**src/design/cpd_pkg.sv**
```systemverilog
`default_nettype none
package cpd_pkg;

   // packet layout, in bytes
   localparam int unsigned ID_BYTES     = 8;
   localparam int unsigned HDR_CRC_SPAN = 12;
   localparam int unsigned HDR_BYTES    = 16;
   localparam int unsigned TRL_BYTES    = 4;

   localparam logic [31:0] CRC_POLY = 32'h82F6_3B78;
   localparam logic [31:0] CRC_INIT = 32'hFFFF_FFFF;

   // result kinds
   localparam logic [1:0] KIND_PAYLOAD = 2'd0;
   localparam logic [1:0] KIND_GOOD    = 2'd1;
   localparam logic [1:0] KIND_ERROR   = 2'd2;

   // error codes
   localparam logic [1:0] ERR_NONE     = 2'd0;
   localparam logic [1:0] ERR_HDR_CRC  = 2'd1;
   localparam logic [1:0] ERR_LENGTH   = 2'd2;
   localparam logic [1:0] ERR_DATA_CRC = 2'd3;

   typedef enum logic [1:0] {
      PH_HEADER,
      PH_PAYLOAD,
      PH_TRAILER
   } phase_type;

   // one staged stream byte
   typedef struct packed {
      logic       valid;
      logic [7:0] data;
   } byte_stage_type;

   // reflected CRC32C, one byte
   function automatic logic [31:0] crc32c_byte(input logic [31:0] crc,
                                               input logic [7:0]  data);
      logic [31:0] c;
      c = crc ^ {24'd0, data};
      for (int k = 0; k < 8; k++) begin
         c = c[0] ? ((c >> 1) ^ CRC_POLY) : (c >> 1);
      end
      return c;
   endfunction

endpackage
`default_nettype wire

```
**src/design/cpd_in_reg.sv**
```systemverilog
`default_nettype none
module cpd_in_reg (
   input  wire logic                    clock,
   input  wire logic                    reset,
   input  wire logic                    req_valid,
   output logic                         req_ready,
   input  wire logic [7:0]              req_stream_byte,
   input  wire logic                    take,
   output cpd_pkg::byte_stage_type      stage
);
   import cpd_pkg::*;

   logic       valid_ff, valid_in;
   logic [7:0] data_ff, data_in;
   logic       accept;

   assign req_ready = !valid_ff || take;
   assign accept    = req_valid && req_ready;

   always_comb begin
      valid_in = valid_ff;
      data_in  = data_ff;
      if (accept) begin
         valid_in = 1'b1;
         data_in  = req_stream_byte;
      end else if (take) begin
         valid_in = 1'b0;
      end
   end

   always_ff @(posedge clock) begin
      if (reset) begin
         valid_ff <= 1'b0;
      end else begin
         valid_ff <= valid_in;
      end
   end

   always_ff @(posedge clock) begin
      data_ff <= data_in;
   end

   assign stage.valid = valid_ff;
   assign stage.data  = data_ff;

endmodule
`default_nettype wire

```
**src/design/cpd_core.sv**
```systemverilog
`default_nettype none
module cpd_core (
   input  wire logic                    clock,
   input  wire logic                    reset,
   input  wire cpd_pkg::byte_stage_type stage,
   output logic                         take,
   input  wire logic                    csr_wr_en,
   input  wire logic [31:0]             csr_wr_data,
   output logic                         rsp_valid,
   input  wire logic                    rsp_ready,
   output logic [1:0]                   rsp_kind,
   output logic [7:0]                   rsp_payload_byte,
   output logic [63:0]                  rsp_packet_id,
   output logic [31:0]                  rsp_payload_len,
   output logic [1:0]                   rsp_error_code,
   output logic                         rsp_last_of_packet
);
   import cpd_pkg::*;

   // packet state
   phase_type   phase_ff, phase_in;
   logic        halted_ff, halted_in;
   logic [31:0] pos_ff, pos_in;
   logic [63:0] id_ff, id_in;
   logic [31:0] len_ff, len_in;
   logic [31:0] hcrc_ff, hcrc_in;
   logic [31:0] crc_ff, crc_in;
   logic [31:0] trl_ff, trl_in;
   logic [31:0] max_len_ff, max_len_in;

   // result register
   logic        res_valid_ff, res_valid_in;
   logic [1:0]  kind_ff, kind_in;
   logic [7:0]  pbyte_ff, pbyte_in;
   logic [63:0] rid_ff, rid_in;
   logic [31:0] rlen_ff, rlen_in;
   logic [1:0]  code_ff, code_in;
   logic        last_ff, last_in;

   logic [7:0]  b;
   logic [3:0]  hpos;
   logic [31:0] hcrc_full;
   logic [31:0] trl_full;
   logic [31:0] pos_inc;
   logic        res_load;

   assign take      = stage.valid && (!res_valid_ff || rsp_ready);
   assign b         = stage.data;
   assign hpos      = pos_ff[3:0];
   assign hcrc_full = {b, hcrc_ff[31:8]};
   assign trl_full  = {b, trl_ff[31:8]};
   assign pos_inc   = pos_ff + 32'd1;

   assign max_len_in = csr_wr_en ? csr_wr_data : max_len_ff;

   always_comb begin
      phase_in  = phase_ff;
      halted_in = halted_ff;
      pos_in    = pos_ff;
      id_in     = id_ff;
      len_in    = len_ff;
      hcrc_in   = hcrc_ff;
      crc_in    = crc_ff;
      trl_in    = trl_ff;
      res_load  = 1'b0;
      kind_in   = KIND_PAYLOAD;
      pbyte_in  = 8'd0;
      code_in   = ERR_NONE;
      last_in   = 1'b0;
      rid_in    = id_ff;
      rlen_in   = len_ff;

      if (take && !halted_ff) begin
         unique case (phase_ff)
            PH_HEADER: begin
               if (hpos < 4'(ID_BYTES)) begin
                  id_in = {id_ff[55:0], b};
               end else if (hpos < 4'(HDR_CRC_SPAN)) begin
                  len_in = {len_ff[23:0], b};
               end else begin
                  hcrc_in = hcrc_full;
               end
               if (hpos < 4'(HDR_CRC_SPAN)) begin
                  crc_in = crc32c_byte(crc_ff, b);
               end
               if (hpos == 4'(HDR_BYTES - 1)) begin
                  pos_in = 32'd0;
                  if (~crc_ff != hcrc_full) begin
                     halted_in = 1'b1;
                     res_load  = 1'b1;
                     kind_in   = KIND_ERROR;
                     code_in   = ERR_HDR_CRC;
                     last_in   = 1'b1;
                  end else if (len_ff > max_len_ff) begin
                     halted_in = 1'b1;
                     res_load  = 1'b1;
                     kind_in   = KIND_ERROR;
                     code_in   = ERR_LENGTH;
                     last_in   = 1'b1;
                  end else begin
                     crc_in   = CRC_INIT;
                     phase_in = (len_ff == 32'd0) ? PH_TRAILER : PH_PAYLOAD;
                  end
               end else begin
                  pos_in = pos_inc;
               end
            end
            PH_PAYLOAD: begin
               crc_in = crc32c_byte(crc_ff, b);
               if (pos_inc >= len_ff) begin
                  pos_in   = 32'd0;
                  phase_in = PH_TRAILER;
               end else begin
                  pos_in = pos_inc;
               end
               res_load = 1'b1;
               kind_in  = KIND_PAYLOAD;
               pbyte_in = b;
            end
            PH_TRAILER: begin
               trl_in = trl_full;
               if (pos_ff[1:0] == 2'(TRL_BYTES - 1)) begin
                  res_load = 1'b1;
                  last_in  = 1'b1;
                  if (((~crc_ff) ^ trl_full) == hcrc_ff) begin
                     kind_in  = KIND_GOOD;
                     // start over on a fresh header
                     phase_in = PH_HEADER;
                     pos_in   = 32'd0;
                     id_in    = 64'd0;
                     len_in   = 32'd0;
                     hcrc_in  = 32'd0;
                     crc_in   = CRC_INIT;
                     trl_in   = 32'd0;
                  end else begin
                     kind_in   = KIND_ERROR;
                     code_in   = ERR_DATA_CRC;
                     halted_in = 1'b1;
                  end
               end else begin
                  pos_in = pos_inc;
               end
            end
            default: begin
               phase_in = PH_HEADER;
            end
         endcase
      end

      if (res_load) begin
         res_valid_in = 1'b1;
      end else if (rsp_ready) begin
         res_valid_in = 1'b0;
      end else begin
         res_valid_in = res_valid_ff;
      end
   end

   always_ff @(posedge clock) begin
      if (reset) begin
         phase_ff     <= PH_HEADER;
         halted_ff    <= 1'b0;
         pos_ff       <= 32'd0;
         id_ff        <= 64'd0;
         len_ff       <= 32'd0;
         hcrc_ff      <= 32'd0;
         crc_ff       <= CRC_INIT;
         trl_ff       <= 32'd0;
         max_len_ff   <= 32'hFFFF_FFFF;
         res_valid_ff <= 1'b0;
      end else begin
         phase_ff     <= phase_in;
         halted_ff    <= halted_in;
         pos_ff       <= pos_in;
         id_ff        <= id_in;
         len_ff       <= len_in;
         hcrc_ff      <= hcrc_in;
         crc_ff       <= crc_in;
         trl_ff       <= trl_in;
         max_len_ff   <= max_len_in;
         res_valid_ff <= res_valid_in;
      end
   end

   always_ff @(posedge clock) begin
      if (res_load) begin
         kind_ff  <= kind_in;
         pbyte_ff <= pbyte_in;
         rid_ff   <= rid_in;
         rlen_ff  <= rlen_in;
         code_ff  <= code_in;
         last_ff  <= last_in;
      end
   end

   assign rsp_valid          = res_valid_ff;
   assign rsp_kind           = kind_ff;
   assign rsp_payload_byte   = pbyte_ff;
   assign rsp_packet_id      = rid_ff;
   assign rsp_payload_len    = rlen_ff;
   assign rsp_error_code     = code_ff;
   assign rsp_last_of_packet = last_ff;

endmodule
`default_nettype wire

```
**src/design/crc32c_packet_deframer.sv**
```systemverilog
// CRC32C-checked, length-prefixed packet deframer.
// req_*: stream bytes, one per transfer (valid/ready). Each packet is a
//   16-byte header (64-bit ID and 32-bit length, both big-endian, then the
//   CRC32C of those 12 bytes, low byte first), the payload bytes, and a
//   4-byte trailer equal to CRC32C(payload) XOR the header CRC.
// rsp_*: at most one result per byte: each payload byte (kind 0), a good
//   verdict on the last trailer byte (kind 1), or an error verdict (kind 2)
//   with its code. Verdicts set rsp_last_of_packet.
// csr_*: max_payload_len, written with csr_wr_en; used by the next header.
// Path: a byte passes the input register, then the result register, before
//   its result shows on rsp_valid.
//   Throughput: one byte per cycle unless the receiver stalls; the per-byte
//   CRC update and the header/trailer compares sit in one stage.
// Reset (synchronous): back to header phase, limit = all ones, no result.
// Receiver stall: the pending result holds in the result register; one more
//   byte may wait in the input register, after which req_ready drops.
// After any error verdict the block keeps taking bytes but emits nothing
//   until reset.
`default_nettype none
module crc32c_packet_deframer (
   input  wire logic        clock,
   input  wire logic        reset,
   input  wire logic        req_valid,
   output logic             req_ready,
   input  wire logic [7:0]  req_stream_byte,
   output logic             rsp_valid,
   input  wire logic        rsp_ready,
   output logic [1:0]       rsp_kind,
   output logic [7:0]       rsp_payload_byte,
   output logic [63:0]      rsp_packet_id,
   output logic [31:0]      rsp_payload_len,
   output logic [1:0]       rsp_error_code,
   output logic             rsp_last_of_packet,
   input  wire logic        csr_wr_en,
   input  wire logic [31:0] csr_wr_data
);
   import cpd_pkg::*;

   byte_stage_type stage;   // staged byte from the input register
   logic           take;    // core consumes the staged byte this cycle

   cpd_in_reg u_in_reg (
      .clock           (clock),
      .reset           (reset),
      .req_valid       (req_valid),
      .req_ready       (req_ready),
      .req_stream_byte (req_stream_byte),
      .take            (take),
      .stage           (stage)
   );

   // header parse, CRC checks and result register
   cpd_core u_core (
      .clock              (clock),
      .reset              (reset),
      .stage              (stage),
      .take               (take),
      .csr_wr_en          (csr_wr_en),
      .csr_wr_data        (csr_wr_data),
      .rsp_valid          (rsp_valid),
      .rsp_ready          (rsp_ready),
      .rsp_kind           (rsp_kind),
      .rsp_payload_byte   (rsp_payload_byte),
      .rsp_packet_id      (rsp_packet_id),
      .rsp_payload_len    (rsp_payload_len),
      .rsp_error_code     (rsp_error_code),
      .rsp_last_of_packet (rsp_last_of_packet)
   );

endmodule
`default_nettype wire

```
**config.mk**
```make
export PLATFORM = sky130hd
export DESIGN_NAME = crc32c_packet_deframer
export DESIGN_NICKNAME = d
export VERILOG_FILES = /design/src/design/cpd_pkg.sv /design/src/design/cpd_in_reg.sv /design/src/design/cpd_core.sv /design/src/design/crc32c_packet_deframer.sv
export SDC_FILE = /design/constraint.sdc
export NUM_CORES = 1
export LEC_CHECK = 0
export ABC_CLOCK_PERIOD_IN_PS = 12080
export BUFFER_PORTS_ARGS = -buffer_cell sky130_fd_sc_hd__buf_2
export CORE_ASPECT_RATIO = 1.5
export CORE_MARGIN = 2
export CORE_UTILIZATION = 54
export CTS_CLUSTER_SIZE = 12
export DETAILED_ROUTE_END_ITERATION = 16
export PLACE_DENSITY = 0.76
export SYNTH_ARGS = -nofsm -noshare
export SYNTH_HDL_FRONTEND = slang
export SYNTH_SLANG_ARGS = --single-unit
```
**constraint.sdc**
```tcl
create_clock -name clock -period 12.08 [get_ports clock]
set_clock_uncertainty 0.05 [all_clocks]
set_input_delay 3.624 -clock clock [delete_from_list [all_inputs] [get_ports clock]]
set_output_delay 3.624 -clock clock [all_outputs]
set_load 0.01 [all_outputs]
```
==> impl_metrics.json, run 1 <==
{
  "synth_edf_count": 117,
  "p_leak_nw": 7.86,
  "final_cell_mix": "253 x dfxtp_1, 163 x nor2_1, 154 x buf_2",
  "dp_hpwl_um": 30100,
  "cts-buffers-inserted": 38,
  "syn-instance-count": 1784,
  "viasPerCell": 6.00,
  "stdcell_area_um2": 20000,
  "vias": 13900,
  "cts_tree": "done",
  "fp-row-count": 81,
  "cts-root-buf": "clkbuf_16",
  "synth_nets": 1900,
  "cts_buffer_depth": 3,
  "ios": 156,
  "ctsResizeCount": 0,
  "drive_gt1_share_pct": 14.0,
  "final.setup.tns_ns": 0,
  "cts_setup_buffers": 0,
  "area_growth_pct": 11.8,
  "crit_fanout": 5,
  "diodes": 0,
  "rsz0062_at_grt": "no",
  "outcome": "complete, no violations",
  "powerDensity_nw_per_um2": 165,
  "final_cells": 2312,
  "hold_buffers": 0,
  "min_period_ns": 7.98,
  "grt_overflow": 0,
  "seq_area_um2": 8580,
  "port_buffers": 155,
  "clock_sinks": 370,
  "hp-class": "flip-flop to flip-flop",
  "htreeDepth": 2,
  "ant_nets": 0,
  "route.detailed.drc": 0,
  "cp.arrival_ns": 4.31,
  "drv_cap": 0,
  "synthArstFlopShare_pct": 0,
  "n_fill_cell": 2670,
  "worstSetupEndpointType": "primary output",
  "syn_area_um2": 17900,
  "start_util_pct": 54.8,
  "critPathKind": "input pin to primary output",
  "grt_antenna_before_repair": 0,
  "finalHoldViolCount": 0,
  "multi_input_comb_area_um2": 8570,
  "grt_max_degree": 110,
  "worst_slew_pin_slew_ns": 1.23,
  "first_global_vias": 13200,
  "core_area_um2": 32600,
  "max_slew_margin_pct": 18.0,
  "clock.fmax_ghz": 0.125,
  "globalplace.congestion": 0.887,
  "drtPass1Iterations": 5,
  "final-setup-viol-count": 0,
  "startpoint_type": "input pin",
  "die_h_um": 227,
  "syn_avg_cell_area_um2": 10.0,
  "clkLatencyLatePin_ns": 0.55,
  "hold_ws_ns": 0.387,
  "cts.reportedPaths.clkPinSlew_ns": 0.06,
  "grt_usage_pct": 24.9,
  "wire_per_inst_um": 19.4,
  "synth_ff_type": "dfxtp_1",
  "yosys_warnings": 0,
  "ys_ff_latch": 370,
  "ir_drop_mv": 0.104,
  "critical_path_required_ns": 8.41,
  "ys_seq_area_share_pct": 48.0,
  "slew_violations": 0,
  "fp.dieW_um": 153,
  "layout_commonest_cell": "dfxtp_1",
  "ys_types": 62,
  "final_core_util_pct": 61.3,
  "finalCritPeriodShare_pct": 66.1,
  "dp.cells": 2246,
  "finalWirelength_um": 44800,
  "final_nets": 1987,
  "grt_pass1_wl_um": 69600,
  "die_area_um2": 34600,
  "placed_area_um2": 18900,
  "drtIter0Drc": 1043
}
[critical path: stages]
cell	delay, ns
buf_2	0.10
nor2b_1	0.32
nand2_1	0.12
buf_2	0.15
[power breakdown]
group	total, W	internal, W	switching (W)
logic	0.000825	0.000407	0.000417
registers	0.00137	0.00131	0.0000593
clock network	0.00111	0.000625	0.000487
[logic make-up (layout without fill, tap and decap cells)]
family / Yosys count / in the layout / share of synthesized area [%]
and+or+nand+nor: 545 / 545 / 15.2
AOI/OAI and AO/OA: 403 / 403 / 15.1
DFF: 370 / 370 / 48.0
buffers and inverters: 201 / 314 / 4.29
xor gates and xnor gates: 173 / 173 / 11.4
adders and majority gates: 71 / 71 / 4.97
muxes: 21 / 21 / 1.18
[worst paths after layout]
check / startpoint / cells past startpoint / end / slack (ns)
setup / recovery: rsp_ready / 4 / req_ready / 4.10
setup reg to reg: u_core.pos_ff[3]$_SDFFE_PP0P_ / 16 / u_core.pos_ff[9]$_SDFFE_PP0P_ / 5.55
hold reg to reg: u_core.id_ff[62]$_SDFFE_PP0P_ / 0 / u_core.rsp_packet_id[62]$_DFFE_PP_ / 0.39
hold / removal: u_core.id_ff[62]$_SDFFE_PP0P_ / 0 / u_core.rsp_packet_id[62]$_DFFE_PP_ / 0.39
[area by class of cell]
| type | instances | area share [%] |
|---|---|---|
| clock buffer | 60 | 5.27 |
| clock inverter | 6 | 0.507 |
| inverter | 79 | 1.48 |
| multi-input combinational | 1213 | 42.8 |
| sequential | 370 | 42.9 |
| tap | 415 | 2.60 |
| timing repair buffer | 169 | 4.43 |
[synth_stat cells (6+ instances only)]
cell,count,area share [%]
a211oi_1,18,0.76
o21ai_0,50,1.4
nor3b_1,26,1.1
xor2_1,53,2.6
and3_1,17,0.59
and4_1,7,0.34
xnor2_1,82,4.0
nor4b_1,26,1.3
a21oi_1,129,3.6
or3_1,28,0.98
xnor3_1,36,4.5
nand2_1,153,3.2
inv_1,77,1.6
a31o_2,33,1.6
a22o_1,6,0.29
nor3_1,7,0.20
nor2_1,163,3.4
clkbuf_1,110,2.3
a21o_1,12,0.50
nand4_1,30,1.0
a221o_1,8,0.45
a22oi_1,66,2.8
ha_1,71,5.0
o211ai_1,37,1.6
nand2b_1,19,0.66
buf_1,7,0.15
a211o_1,19,0.93
nor2b_1,14,0.49
dfxtp_1,253,28
edfxtp_1,117,20
nor4_1,23,0.80
mux2i_1,20,1.1
nand3_1,23,0.64
[per-stage QoR]
stage	total power, W	worst slack [ns]
floorplan	0.00205	1.98
detailed placement	0.00220	4.10
finish	0.00330	4.10
global route	0.00344	4.03
CTS	0.00331	4.09
global placement	0.00218	4.10
[registers in the layout, summed over array words and instances (netlist names), 32 cells and up]
signal / count
u_core.id_ff: 64
u_core.rsp_packet_id: 64
u_core.crc_ff: 32
u_core.hcrc_ff: 32
u_core.pos_ff: 32
u_core.rsp_payload_len: 32
u_core.max_len_ff: 32
u_core.len_ff: 32
[metal layers]
| metal | global-route usage, % | part of all wire, % |
|---|---|---|
| met5 | 0 | 0 |
| met2 | 44.1 | 50 |
| met1 | 29.4 | 39 |
| met3 | 3.73 | 6.0 |
| met4 | 12.4 | 4.9 |
No activity file was read; power rests on OpenSTA's default activity.
==> run 2, diff against run 1 <==
ABC_CLOCK_PERIOD_IN_PS = 7200   (was 12080)
clock period = 7.2 ns   (was 12.08 ns; I/O delays follow)
==> run 2 against run 1 <==
- worst setup slack got worse by 2.1 ns
- largest cell class unchanged
- largest power group unchanged
- sequential cell count unchanged
- critical path depth increased by 14
- die area unchanged
- final cell count increased by 0.43%
- non-clock buffer count increased by 7
- utilization increased by 0.24 points
- cell area increased by 0.39%
- clock power increased by 68%
- count of clock-buffer cells in the layout increased by 1
- register-to-register slack got worse by 3.5 ns
- sequential power increased by 67%
==> impl_metrics.json, run 2 (synthesized netlist as in run 1, its figures left out) <==
{
  "outcome": "complete, no violations",
  "dp_hpwl_um": 31100,
  "globalplace.congestion": 0.912,
  "slew_violations": 0,
  "holdPathStages": 0,
  "wire_per_inst_um": 19.9,
  "grt_overflow": 0,
  "grt_max_degree": 117,
  "finalWirelength_um": 46200,
  "ctsResizeCount": 0,
  "dp.cells": 2253,
  "drive_gt1_share_pct": 14.3,
  "final_cells": 2322,
  "worstSetupEndpointType": "flip-flop",
  "diodes": 0,
  "ant_nets": 0,
  "min_from": "u_core.id_ff[58]$_SDFFE_PP0P_",
  "ios": 156,
  "crit_fanout": 23,
  "powerDensity_nw_per_um2": 278,
  "p_leak_nw": 7.90,
  "vias": 14000,
  "min_to": "u_core.rsp_packet_id[58]$_DFFE_PP_",
  "hp-class": "flip-flop to flip-flop",
  "finalHoldViolCount": 0,
  "grt_usage_pct": 25.7,
  "worstPathCellList": "and2_1 -> buf_4 -> nand4_1 -> or3_1 -> nor2_1 -> and3_1 -> xor2_1 -> ha_1 -> nand4_1 -> inv_1 -> a2111oi_0 -> o211ai_1 -> nor2_1 -> buf_4 -> o221ai_1 -> buf_4 -> nor2_1 -> a22o_1",
  "critical_path_required_ns": 7.63,
  "critical-path-max-stage-delay_ns": 0.49,
  "worst_slew_pin_slew_ns": 1.28,
  "cts-buffers-inserted": 38,
  "ir_drop_mv": 0.183,
  "drtPass1Iterations": 5,
  "fp-row-count": 81,
  "cts.reportedPaths.clkPinSlew_ns": 0.06,
  "r2r_cells": 18,
  "final_cell_mix": "253 x dfxtp_1, 163 x nor2_1, 154 x buf_2",
  "r2r_start": "u_core.pos_ff[3]$_SDFFE_PP0P_",
  "rrSetupSlack_ns": 2.03,
  "htreeDepth": 2,
  "max_slew_margin_pct": 14.6,
  "cts-root-buf": "clkbuf_16",
  "finalCritPeriodShare_pct": 71.9,
  "die_h_um": 227,
  "start_util_pct": 54.8,
  "clkLatencyLatePin_ns": 0.56,
  "area_growth_pct": 12.3,
  "r2r_end": "u_core.pos_ff[5]$_SDFFE_PP0P_",
  "port_buffers": 155,
  "core_area_um2": 32600,
  "startpoint_type": "flip-flop",
  "cp.arrival_ns": 5.61,
  "grt_antenna_before_repair": 1,
  "die_area_um2": 34600,
  "final_nets": 1994,
  "clock_sinks": 370,
  "drv_cap": 0,
  "drtIter0Drc": 1021,
  "route.detailed.drc": 0,
  "final-setup-viol-count": 0,
  "cts_tree": "done",
  "first_global_vias": 13400,
  "critPathSlowestCell": "dfxtp_1",
  "viasPerCell": 6.02,
  "layout_commonest_cell": "dfxtp_1",
  "critPathKind": "flip-flop to flip-flop",
  "cts_buffer_depth": 3,
  "clock.fmax_ghz": 0.193,
  "rsz0062_at_grt": "no",
  "cts_setup_buffers": 0,
  "grt_pass1_wl_um": 71500,
  "min_period_ns": 5.17,
  "hold_buffers": 0,
  "fp.dieW_um": 153,
  "final.setup.tns_ns": 0
}
run 2: cell count changes in the layout (fill, tap and decap cells not counted):
cell | previous run | this run
clkinv_1 | 2 | 3
buf_12 | 0 | 1
clkinv_2 | 1 | 2
buf_4 | 14 | 20
clkbuf_1 | 20 | 21
run 2: area by class of cell:
type,instances,area (um2)
Clock buffer,61,1060
Clock inverter,8,110
Fill cell,2660,12600
Inverter,79,297
Multi-Input combinational cell,1213,8570
Sequential cell,370,8580
Tap cell,415,519
Timing Repair Buffer,176,952
run 2: metrics by stage:
stage	power, W	cell area [um2]	utilization [%]	hold slack, ns	setup slack (ns)
detailed placement	0.00372	18900	58.0	0.370	2.12
global placement	0.00369	18900	58.0	0.366	2.12
CTS	0.00559	20100	61.5	0.386	2.11
floorplan	0.00344	17900	-	0.359	0.909
finish	0.00558	20100	61.5	0.391	2.03
global route	0.00582	20100	61.5	0.406	1.59
run 2: layer usage:
layer / GRT usage (%) / up-vias / share of wire, %
li1: - / 6585 / -
met4: 11.6 / 0 / 4.3
met5: 0 / - / 0
met2: 45.6 / 531 / 51
met1: 31.2 / 6743 / 39
met3: 3.36 / 124 / 6.0
run 2: worst max path at each step:
| stage | from | to | slack [ns] | depth (start not counted) |
|---|---|---|---|---|
| 2_1_floorplan | rsp_ready | u_core.rsp_error_code[0]$_SDFFCE_PN0P_ | 0.91 | 4 |
| 3_3_place_gp | rsp_ready | req_ready | 2.12 | 4 |
| 3_5_place_dp | rsp_ready | req_ready | 2.12 | 4 |
| 4_1_cts | rsp_ready | req_ready | 2.11 | 4 |
| 5_1_grt | u_core.pos_ff[3]$_SDFFE_PP0P_ | u_core.pos_ff[5]$_SDFFE_PP0P_ | 1.59 | 18 |
| 6_report | u_core.pos_ff[3]$_SDFFE_PP0P_ | u_core.pos_ff[5]$_SDFFE_PP0P_ | 2.03 | 18 |
run 2: worst max-delay path, delay by kind of cell, from the launching register on:
kind | cells | cell delay, ns
buffers and inverters | 4 | 0.83
flip-flops | 1 | 0.49
AND/OR/NAND/NOR | 8 | 2.12
adder cells (fa/ha/maj) | 1 | 0.25
AO/OA/AOI/OAI | 4 | 1.17
XOR/XNOR | 1 | 0.18
run 2: power breakdown:
part           internal, W  switching [W]  total, W
Clock              0.00105       0.000821   0.00187
Combinational     0.000686       0.000733   0.00142
Sequential         0.00219      0.0000922   0.00229
Total              0.00393        0.00165   0.00558
